--- src/rtl/core/assert_macros.svh ---
// assert_macros.svh: assertion macros shared by the generator RTL.
// Depends on nothing; taken in by `include where assertions are written.
`ifndef ASSERT_MACROS_SVH
`define ASSERT_MACROS_SVH

// cond must never hold while out of reset
`define ASSERT_NEVER(label, clk, rst, cond) \
   label: assert property (@(posedge clk) disable iff (rst) !(cond)) \
      else $error("%m: assertion failed");

// ante in a cycle implies cons in the same cycle
`define ASSERT_IMPL(label, clk, rst, ante, cons) \
   label: assert property (@(posedge clk) disable iff (rst) (ante) |-> (cons)) \
      else $error("%m: assertion failed");

// ante in a cycle implies cons in the next cycle
`define ASSERT_NEXT(label, clk, rst, ante, cons) \
   label: assert property (@(posedge clk) disable iff (rst) (ante) |=> (cons)) \
      else $error("%m: assertion failed");

`endif

--- src/rtl/core/mrp_pkg.sv ---
// mrp_pkg: constants, command/status types and helpers of the generator.
// Used by mrp_ctrl, mrp_datapath and multiply_rotate_prng_core.
package mrp_pkg;

   localparam logic [63:0] WEYL_STEP  = 64'h9E3779B97F4A7C15;
   localparam logic [63:0] TAG_Z      = 64'h54454D5035583543;
   localparam logic [63:0] WEYL_START = 64'h6A09E667F3BCC908;
   localparam logic [63:0] SEED_MUL   = 64'h6A09E667F3BCC909;
   localparam logic [63:0] SEED_PI    = 64'h3243F6A8885A308D;
   localparam logic [63:0] SEED_E     = 64'hB7E151628AED2A6B;

   localparam int unsigned CSR_IDX_W  = 3;
   localparam int unsigned RND_W      = 5;
   localparam logic [RND_W-1:0] SCHED_INJECT_ROUNDS = 5'd16;
   localparam logic [RND_W-1:0] SCHED_LAST_ROUND    = 5'd21;

   typedef enum logic [1:0] {
      MODE_NEXT = 2'd0,
      MODE_PAIR = 2'd1,
      MODE_INIT = 2'd2,
      MODE_SEED = 2'd3
   } mode_type;

   typedef enum logic [CSR_IDX_W-1:0] {
      CSR_KEY_0   = 3'd0,
      CSR_KEY_1   = 3'd1,
      CSR_KEY_2   = 3'd2,
      CSR_KEY_3   = 3'd3,
      CSR_NONCE_0 = 3'd4,
      CSR_NONCE_1 = 3'd5
   } csr_idx_type;

   // datapath micro-operations
   typedef enum logic [4:0] {
      OP_NONE,
      OP_SEED0, OP_SEED1, OP_SEED2, OP_KEY_CFG, OP_LOAD,
      OP_R1, OP_R2, OP_R3, OP_R4, OP_R5, OP_R6, OP_R7,
      OP_R8, OP_R9, OP_R10, OP_R11,
      OP_INJECT, OP_FINAL,
      OP_WH1, OP_WH2, OP_WH3, OP_WH4, OP_WH5
   } op_type;

   typedef enum logic [4:0] {
      ST_IDLE,
      ST_SEED0, ST_SEED1, ST_SEED2, ST_KEY_CFG, ST_LOAD,
      ST_R1, ST_R2, ST_R3, ST_R4, ST_R5, ST_R6, ST_R7,
      ST_R8, ST_R9, ST_R10, ST_R11,
      ST_INJECT, ST_FINAL,
      ST_WH1, ST_WH2, ST_WH3, ST_WH4, ST_WH5,
      ST_RESP
   } state_type;

   typedef struct packed {
      op_type           op;
      logic [RND_W-1:0] rnd;      // schedule round index
      logic             swap;     // whiten from order b,c,d,a
      logic             capture;  // take the seed field
   } cmd_type;

   typedef struct packed {
      logic phase_even;
   } status_type;

   // rotate left by a constant-ish amount in 1..63
   function automatic logic [63:0] rotl64(input logic [63:0] x, input int unsigned r);
      rotl64 = (x << r) | (x >> (64 - r));
   endfunction

endpackage

--- src/rtl/core/mrp_ctrl.sv ---
// mrp_ctrl: sequencer for rounds, key schedule, whitening and handshakes.
// Depends on mrp_pkg and assert_macros.svh; commands mrp_datapath.
`include "assert_macros.svh"
module mrp_ctrl (
   input  logic                  clock,
   input  logic                  reset,
   input  logic                  req_valid,
   output logic                  req_ready,
   input  logic [1:0]            req_mode,
   output logic                  rsp_valid,
   input  logic                  rsp_ready,
   output logic                  rsp_last,
   output mrp_pkg::cmd_type      cmd,
   input  mrp_pkg::status_type   status
);
   import mrp_pkg::*;

   state_type        state_ff, state_in;
   logic [RND_W-1:0] cnt_ff, cnt_in;
   logic             sched_ff, sched_in, pair_ff, pair_in, second_ff, second_in;
   logic             req_fire, round_end;

   assign req_fire = req_valid & req_ready;

   // next state
   always_comb begin
      state_in  = state_ff;
      round_end = 1'b0;
      case (state_ff)
         ST_IDLE: begin
            if (req_valid) begin
               case (mode_type'(req_mode))
                  MODE_INIT: state_in = ST_KEY_CFG;
                  MODE_SEED: state_in = ST_SEED0;
                  default:   state_in = ST_R1;
               endcase
            end
         end
         ST_SEED0:   state_in = ST_SEED1;
         ST_SEED1:   state_in = ST_SEED2;
         ST_SEED2:   state_in = ST_LOAD;
         ST_KEY_CFG: state_in = ST_LOAD;
         ST_LOAD:    state_in = ST_R1;
         ST_R1:      state_in = ST_R2;
         ST_R2:      state_in = ST_R3;
         ST_R3:      state_in = ST_R4;
         ST_R4:      state_in = ST_R5;
         ST_R5:      state_in = ST_R6;
         ST_R6:      state_in = ST_R7;
         ST_R7: begin
            if (status.phase_even) state_in = ST_R8;
            else round_end = 1'b1;
         end
         ST_R8:      state_in = ST_R9;
         ST_R9:      state_in = ST_R10;
         ST_R10:     state_in = ST_R11;
         ST_R11:     round_end = 1'b1;
         ST_INJECT:  state_in = ST_R1;
         ST_FINAL:   state_in = ST_IDLE;
         ST_WH1:     state_in = ST_WH2;
         ST_WH2:     state_in = ST_WH3;
         ST_WH3:     state_in = ST_WH4;
         ST_WH4:     state_in = ST_WH5;
         ST_WH5:     state_in = ST_RESP;
         ST_RESP: begin
            if (rsp_ready) state_in = (pair_ff && !second_ff) ? ST_WH1 : ST_IDLE;
         end
         default:    state_in = ST_IDLE;
      endcase
      // where a finished round goes
      if (round_end) begin
         if (!sched_ff) state_in = ST_WH1;
         else if (cnt_ff < SCHED_INJECT_ROUNDS) state_in = ST_INJECT;
         else if (cnt_ff == SCHED_LAST_ROUND) state_in = ST_FINAL;
         else state_in = ST_R1;
      end
   end

   // counters and request flags
   always_comb begin
      cnt_in    = cnt_ff;
      sched_in  = sched_ff;
      pair_in   = pair_ff;
      second_in = second_ff;
      if (req_fire) begin
         sched_in  = (req_mode == MODE_INIT) || (req_mode == MODE_SEED);
         pair_in   = (req_mode == MODE_PAIR);
         second_in = 1'b0;
      end
      if (state_ff == ST_LOAD) cnt_in = '0;
      if (state_ff == ST_INJECT) cnt_in = cnt_ff + 5'd1;
      if (round_end && sched_ff && cnt_ff >= SCHED_INJECT_ROUNDS
          && cnt_ff != SCHED_LAST_ROUND) cnt_in = cnt_ff + 5'd1;
      if (state_ff == ST_RESP && rsp_ready) second_in = 1'b1;
   end

   // outputs
   always_comb begin
      cmd.rnd     = cnt_ff;
      cmd.swap    = second_ff;
      cmd.capture = req_fire;
      req_ready   = (state_ff == ST_IDLE);
      rsp_valid   = (state_ff == ST_RESP);
      rsp_last    = !pair_ff || second_ff;
      case (state_ff)
         ST_SEED0:   cmd.op = OP_SEED0;
         ST_SEED1:   cmd.op = OP_SEED1;
         ST_SEED2:   cmd.op = OP_SEED2;
         ST_KEY_CFG: cmd.op = OP_KEY_CFG;
         ST_LOAD:    cmd.op = OP_LOAD;
         ST_R1:      cmd.op = OP_R1;
         ST_R2:      cmd.op = OP_R2;
         ST_R3:      cmd.op = OP_R3;
         ST_R4:      cmd.op = OP_R4;
         ST_R5:      cmd.op = OP_R5;
         ST_R6:      cmd.op = OP_R6;
         ST_R7:      cmd.op = OP_R7;
         ST_R8:      cmd.op = OP_R8;
         ST_R9:      cmd.op = OP_R9;
         ST_R10:     cmd.op = OP_R10;
         ST_R11:     cmd.op = OP_R11;
         ST_INJECT:  cmd.op = OP_INJECT;
         ST_FINAL:   cmd.op = OP_FINAL;
         ST_WH1:     cmd.op = OP_WH1;
         ST_WH2:     cmd.op = OP_WH2;
         ST_WH3:     cmd.op = OP_WH3;
         ST_WH4:     cmd.op = OP_WH4;
         ST_WH5:     cmd.op = OP_WH5;
         default:    cmd.op = OP_NONE;
      endcase
   end

   always_ff @(posedge clock) begin
      if (reset) begin
         state_ff  <= ST_IDLE;
         cnt_ff    <= '0;
         sched_ff  <= 1'b0;
         pair_ff   <= 1'b0;
         second_ff <= 1'b0;
      end else begin
         state_ff  <= state_in;
         cnt_ff    <= cnt_in;
         sched_ff  <= sched_in;
         pair_ff   <= pair_in;
         second_ff <= second_in;
      end
   end

   `ASSERT_NEVER(a_cnt_range, clock, reset, cnt_ff > SCHED_LAST_ROUND)
   `ASSERT_NEVER(a_no_overlap, clock, reset, req_ready && rsp_valid)
   `ASSERT_NEXT(a_final_idle, clock, reset, state_ff == ST_FINAL, state_ff == ST_IDLE)
   `ASSERT_IMPL(a_resp_sched, clock, reset, rsp_valid, !sched_ff)

endmodule

--- config.mk ---
export PLATFORM = sky130hd
export DESIGN_NAME = mrp_ctrl
export DESIGN_NICKNAME = d
export VERILOG_FILES = /design/src/rtl/core/mrp_pkg.sv /design/src/rtl/core/mrp_ctrl.sv
export VERILOG_INCLUDE_DIRS = /design/src /design/src/rtl/core
export SDC_FILE = /design/constraint.sdc
export NUM_CORES = 1
export LEC_CHECK = 0
export BUFFER_PORTS_ARGS = -buffer_cell sky130_fd_sc_hd__buf_2
export CAP_MARGIN = 20
export CELL_PAD_IN_SITES_DETAIL_PLACEMENT = 1
export CELL_PAD_IN_SITES_GLOBAL_PLACEMENT = 1
export CORE_ASPECT_RATIO = 0.7
export CORE_MARGIN = 10
export CORE_UTILIZATION = 26
export CTS_BUF_LIST = sky130_fd_sc_hd__clkbuf_16
export CTS_CLUSTER_SIZE = 40
export DETAILED_ROUTE_END_ITERATION = 12
export GPL_TIMING_DRIVEN = 0
export PLACE_DENSITY = 0.53
export SYNTH_ARGS = -nofsm -noshare
export SYNTH_HDL_FRONTEND = slang
export SYNTH_SLANG_ARGS = --single-unit
export TNS_END_PERCENT = 30
--- constraint.sdc ---
create_clock -name clock -period 2.4 [get_ports clock]
set_input_delay 0.24 -clock clock [delete_from_list [all_inputs] [get_ports clock]]
set_output_delay 0.24 -clock clock [all_outputs]
set_load 0.03 [all_outputs]
# After elaboration in Yosys (flattened, before gate mapping)
# Memories as Yosys holds them, arrays and structs flattened. A register that Yosys moved wholly into a read port is not among the register bits.
# Cells that the tools add are included.
# totals
latch_bits	0
regBits	13
out_inout_bits	15
word_cells	76
memories	1
in_bits	7
ramBits	0
mem_bits_ro	160
# op_classes
magnitude_cmp	2
n_mux	19
n_shift	0
reduce_logical	15
multipliers	0
eq_ne	32
addsub	1
bitwise_logic	1
n_div	0
# mem_list
name	depth	width	rd	rd_clocked_by_memory_dff	write_ports	line_no	text
(no name shown)	32	5	1	1	0	mrp_ctrl.sv:105	case (state_ff)
# ops
op	n
one-hot mux 5 bit (22 select lines)	1
two-way mux 5 bit	13
== test 5 bit (second input constant)	9
== test 5 x 4 -> 1 bit (second input constant)	8
== test 5 x 3 -> 1 bit (second input constant)	4
== test 5 x 2 -> 1 bit (second input constant)	2
one-hot mux 3 bit (2 select lines)	1
adder 5 x 1 -> 5 bit (second input constant)	1
== test 5 x 1 -> 1 bit (second input constant)	1
greater-or-equal comparator 5 bit (second input constant)	1
logical AND 1 bit	5
logical NOT 5 bit	1
< comparator 5 bit (second input constant)	1
inequality test 5 bit (second input constant)	1
== test 2 bit (second input constant)	2
AND reduction 4 bit	1
OR reduction 2 bit	2
two-way mux 1 bit	3
inequality test 3 x 1 -> 1 bit (second input constant)	1
inequality test 3 x 2 -> 1 bit (second input constant)	1
inequality test 3 bit (second input constant)	1
nonzero test 3 bit	1
== test 2 x 1 -> 1 bit (second input constant)	1
logical NOT 1 bit	2
other kinds (5)	6

# Logic depth before layout (Yosys ltp)
# logic_depth
ltp_word	8
depth_mapped	7
mapped_depth_nobuf	7

# Worst setup path before layout
# Ideal clock, no wire load.
# synth_timing
path_kind	reg2out
from	register state_ff[1]
to	output port cmd[0] in the netlist's numbering
required_ns	2.160
n_path_buf	3
stages_incl_launch_ff	7
arrival_time_ns	1.604
slack_ns	0.556
path_cell_list	dfxtp_1 or3_1 clkbuf_2 or4b_1 buf_2 inv_1 buf_4
# synth_between
elab_chain_len	2
# synth_lines
element	line_no	text
start, declared	mrp_ctrl.sv:18	state_type state_ff, state_in;
start signal, assigned	mrp_ctrl.sv:141	state_ff <= state_in;
logical NOT 5 bit	mrp_ctrl.sv:102	req_ready = (state_ff == ST_IDLE);
AND 1 bit	mrp_ctrl.sv:23	assign req_fire = req_valid & req_ready;
end, declared	mrp_ctrl.sv:13	output mrp_pkg::cmd_type cmd,
# No other way between the ends.

# Worst setup path in the final report
# layout_timing
from	register state_ff[2]
to	output port cmd[0] in the netlist's numbering
# Same word-level chain as after synthesis.

==> out/qor.yml <==
drt:
  wl_per_cell_um: 15.57
  drc: 0
  ant_nets: 0
  drt_pass1_iterations: 4
  first_iter_violations: 65
  via_per_inst: 4.955
  dr_total_vias: 991
  totalWireLength_um: 3114
layout:
  finalNonFillerCells: 200
  nNetsFinal: 160
  final_cell_area_sq_um: 1261
  fillCellCount: 454
  drive_above_1_share_pct: 20.67
  n_antenna_cell: 0
  syn_to_final_growth_pct: 23.99
setup_path:
  required_ps: 2160
  critPathLaunchType: "register"
  cp_max_fo: 7
  worstPathArrival_ps: 2000
  crit-reg2reg-capture: "cnt_ff[3]"
  r2r_slack_ps: 270
  cp-end-kind: "primary output"
  crit_path_max_incr_delay_ps: 500
  r2r-start: "state_ff[4]"
  worstRegToRegCells: 5
  crit_chain: "or3_4 > or4b_1 > buf_2 > inv_1 > buf_4 > clkbuf_4"
  path_class: "register to primary output"
  crit_slowest_cell: "or4b_1"
synthesis:
  yosys-top-cells-area: "dfxtp_1 (35%), a21oi_1 (7.4%), nor2_1 (4.1%)"
  synth_top_family_by_area: "simple AND/OR/NAND/NOR gates"
  synth_compound_area_share_pct: 26.32
  syn_inst: 127
  synth_top_cell_by_area: "dfxtp_1"
  yosys.area.top_type_share_pct: 35.42
  post-synth-top-count-cell: "dfxtp_1"
  synth_nets: 136
  synth_ff_type: "dfxtp_1"
  synth_xor_area_share_pct: 0
  synth_edf_count: 0
  synth_area_sq_um: 1017
  synthSimpleGateAreaFrac_pct: 28.17
  synth_common_cells: "dfxtp_1 (18), a21oi_1 (15), nor2_1 (11)"
  ys_ff_latch: 18
  async_flop_share_pct: 0
  yosysWarnings: 0
  yosysUniqueCellTypes: 40
  syn_area_per_cell_sq_um: 8.010
  synth_fa_ha_area_share_pct: 2.460
  seq_area_frac_synth_pct: 35.42
  muxShareOfSynthArea_pct: 0.9840
sta:
  setup_tns_ps: 0
  max_freq_ghz: 0.4467
  setup_ws_ps: 161.6
  period_minus_slack_ps: 2238
  skew_ps: 5.519
  min_period_over_period_pct: 93.27
  setup_viol: 0
  hold_viol_final: 0
  rsz0062_at_grt: "no"
  drv_slew: 0
  whs_ps: 285.5
  worst_pin_slew_ps: 711.4
  relSlewSlack_pct: 52.07
clock_tree:
  cts-htree-levels: 1
  holdBufCountCts: 0
  ctsRootBufferMaster: "clkbuf_16"
  insertion_delay_ps: 250
  clock_path_buffers: 2
  clk_pin_slew_ps: 50
  numCtsBuffers: 3
  cts.sinks: 18
  cts_tree: "done"
grt:
  grt_pass1_vias: 1004
  gr-total-overflow: 0
  grt_max_degree: 11
  antenna_found_initial: 0
  grt_first_pass_wirelength_um: 4871
  grt_usage_pct: 8.864
worst_hold_path:
  hold_end: "second_ff"
  min_path_cells: 3
  hold_start: "rsp_ready"
  hold_path_class: "input port to register"
power_and_ir_drop:
  p_seq_share_pct: 30.5
  power_frac_clock_pct: 26.5
  p_sw_uw: 497.7
  p_int_uw: 764.9
  power_density_nw_per_um2: 1001
  p_sw_share_pct: 39.42
  p_leak_uw: 0.0005278
  p_comb_share_pct: 43.0
  peakVddDrop_uv: 291.5
placed_design:
  routabilityCongestion: 0.7659
  numPortBuffers: 20
  dp_worst_setup_slack_ps: 321.3
  place_hpwl_um: 2503
  dpl-instance-area_sq_um: 1180
  dpl.cell_count: 197
die:
  die_area_sq_um: 6854
  dieWidth_um: 94.76
  rows: 18
  io_pins: 22
  die_y_um: 72.33
  initial_core_util_pct: 27.88
  core_area_sq_um: 3649
outcome:
  status: "complete, no violations"
flow_run:
  cap_violations: 0
==> registers in the layout (all words and copies together) (netlist names) <==
signal,cells
cmd,5
cnt_ff,5
state_ff,5
pair_ff,1
sched_ff,1
second_ff,1
==> power groups by stage <==
stage / clock, uW / sequential, uW / combinational (uW)
after global routing: 355 / 390 / 600
final: 334 / 386 / 543
after CTS: 347 / 385 / 542
after detailed placement: 0 / 389 / 540
after global placement: 0 / 389 / 540
after floorplan: 0 / 426 / 361
==> metrics by stage <==
stage          power, uW  util, %
6_report            1263    34.57
5_1_grt             1345    34.57
4_1_cts             1273    34.50
3_5_place_dp       928.8    32.34
3_3_place_gp       928.5    32.34
2_1_floorplan      786.8        -
==> cells by family (layout without fill, tap and decap cells) <==
group | count (synthesis) | after routing
AOI/OAI and AO/OA | 42 | 42
and+or+nand+nor | 49 | 49
muxes | 1 | 1
buffers and inverters | 15 | 38
adders and majority gates | 2 | 2
DFF | 18 | 18
==> area by class of cell <==
class | count | area [sq um] | area share (%)
Buffer | 9 | 43.79 | 3.472
Clock buffer | 3 | 75.07 | 5.952
Clock inverter | 1 | 3.754 | 0.2976
Inverter | 5 | 18.77 | 1.488
Multi-Input combinational cell | 94 | 594.3 | 47.12
Sequential cell | 18 | 360.3 | 28.57
Tap cell | 50 | 62.56 | 4.960
Timing Repair Buffer | 20 | 102.6 | 8.135
==> layout by cell type, fill, tap and decap left out, types with 4 or more instances in the layout <==
| master | n |
|---|---|
| a21oi_1 | 15 |
| buf_2 | 21 |
| clkbuf_1 | 4 |
| dfxtp_1 | 18 |
| inv_1 | 5 |
| nand2_1 | 7 |
| nand3b_1 | 4 |
| nor2_1 | 11 |
| nor3_1 | 4 |
| o21ai_0 | 6 |
==> worst max-delay path by stage <==
stage | startpoint | endpoint | cells after the start
floorplan | state_ff[1] | cmd[0] | 6
finish | state_ff[2] | cmd[0] | 6
detailed placement | state_ff[4] | cnt_ff[3] | 5
global placement | state_ff[1] | cmd[0] | 7
CTS | state_ff[2] | cmd[0] | 7
global route | state_ff[2] | cmd[0] | 6
==> timing repair <==
item,4_1_cts,5_1_grt
endpoints found under the hold margin,0,0
endpoints found under the setup margin,0,1
setup buffers,0,0
gates resized for setup,0,2
==> routing by layer <==
| metal | track usage [%] | up-vias | part of all wire [%] |
|---|---|---|---|
| met4 | 0.9934 | 0 | 0 |
| li1 | - | 512 | - |
| met2 | 13.30 | 22 | 41 |
| met3 | 3.700 | 0 | 5.6 |
| met5 | 0 | - | 0 |
| met1 | 11.85 | 457 | 54 |
==> critical path: cells and delay by family (launching register included) <==
kind                   cells  cell delay [ps]
AND/OR/NAND/NOR            2              890
buffers and inverters      4              490
flip-flops                 1              360
Note: power is estimated with default switching activity, not from simulation.
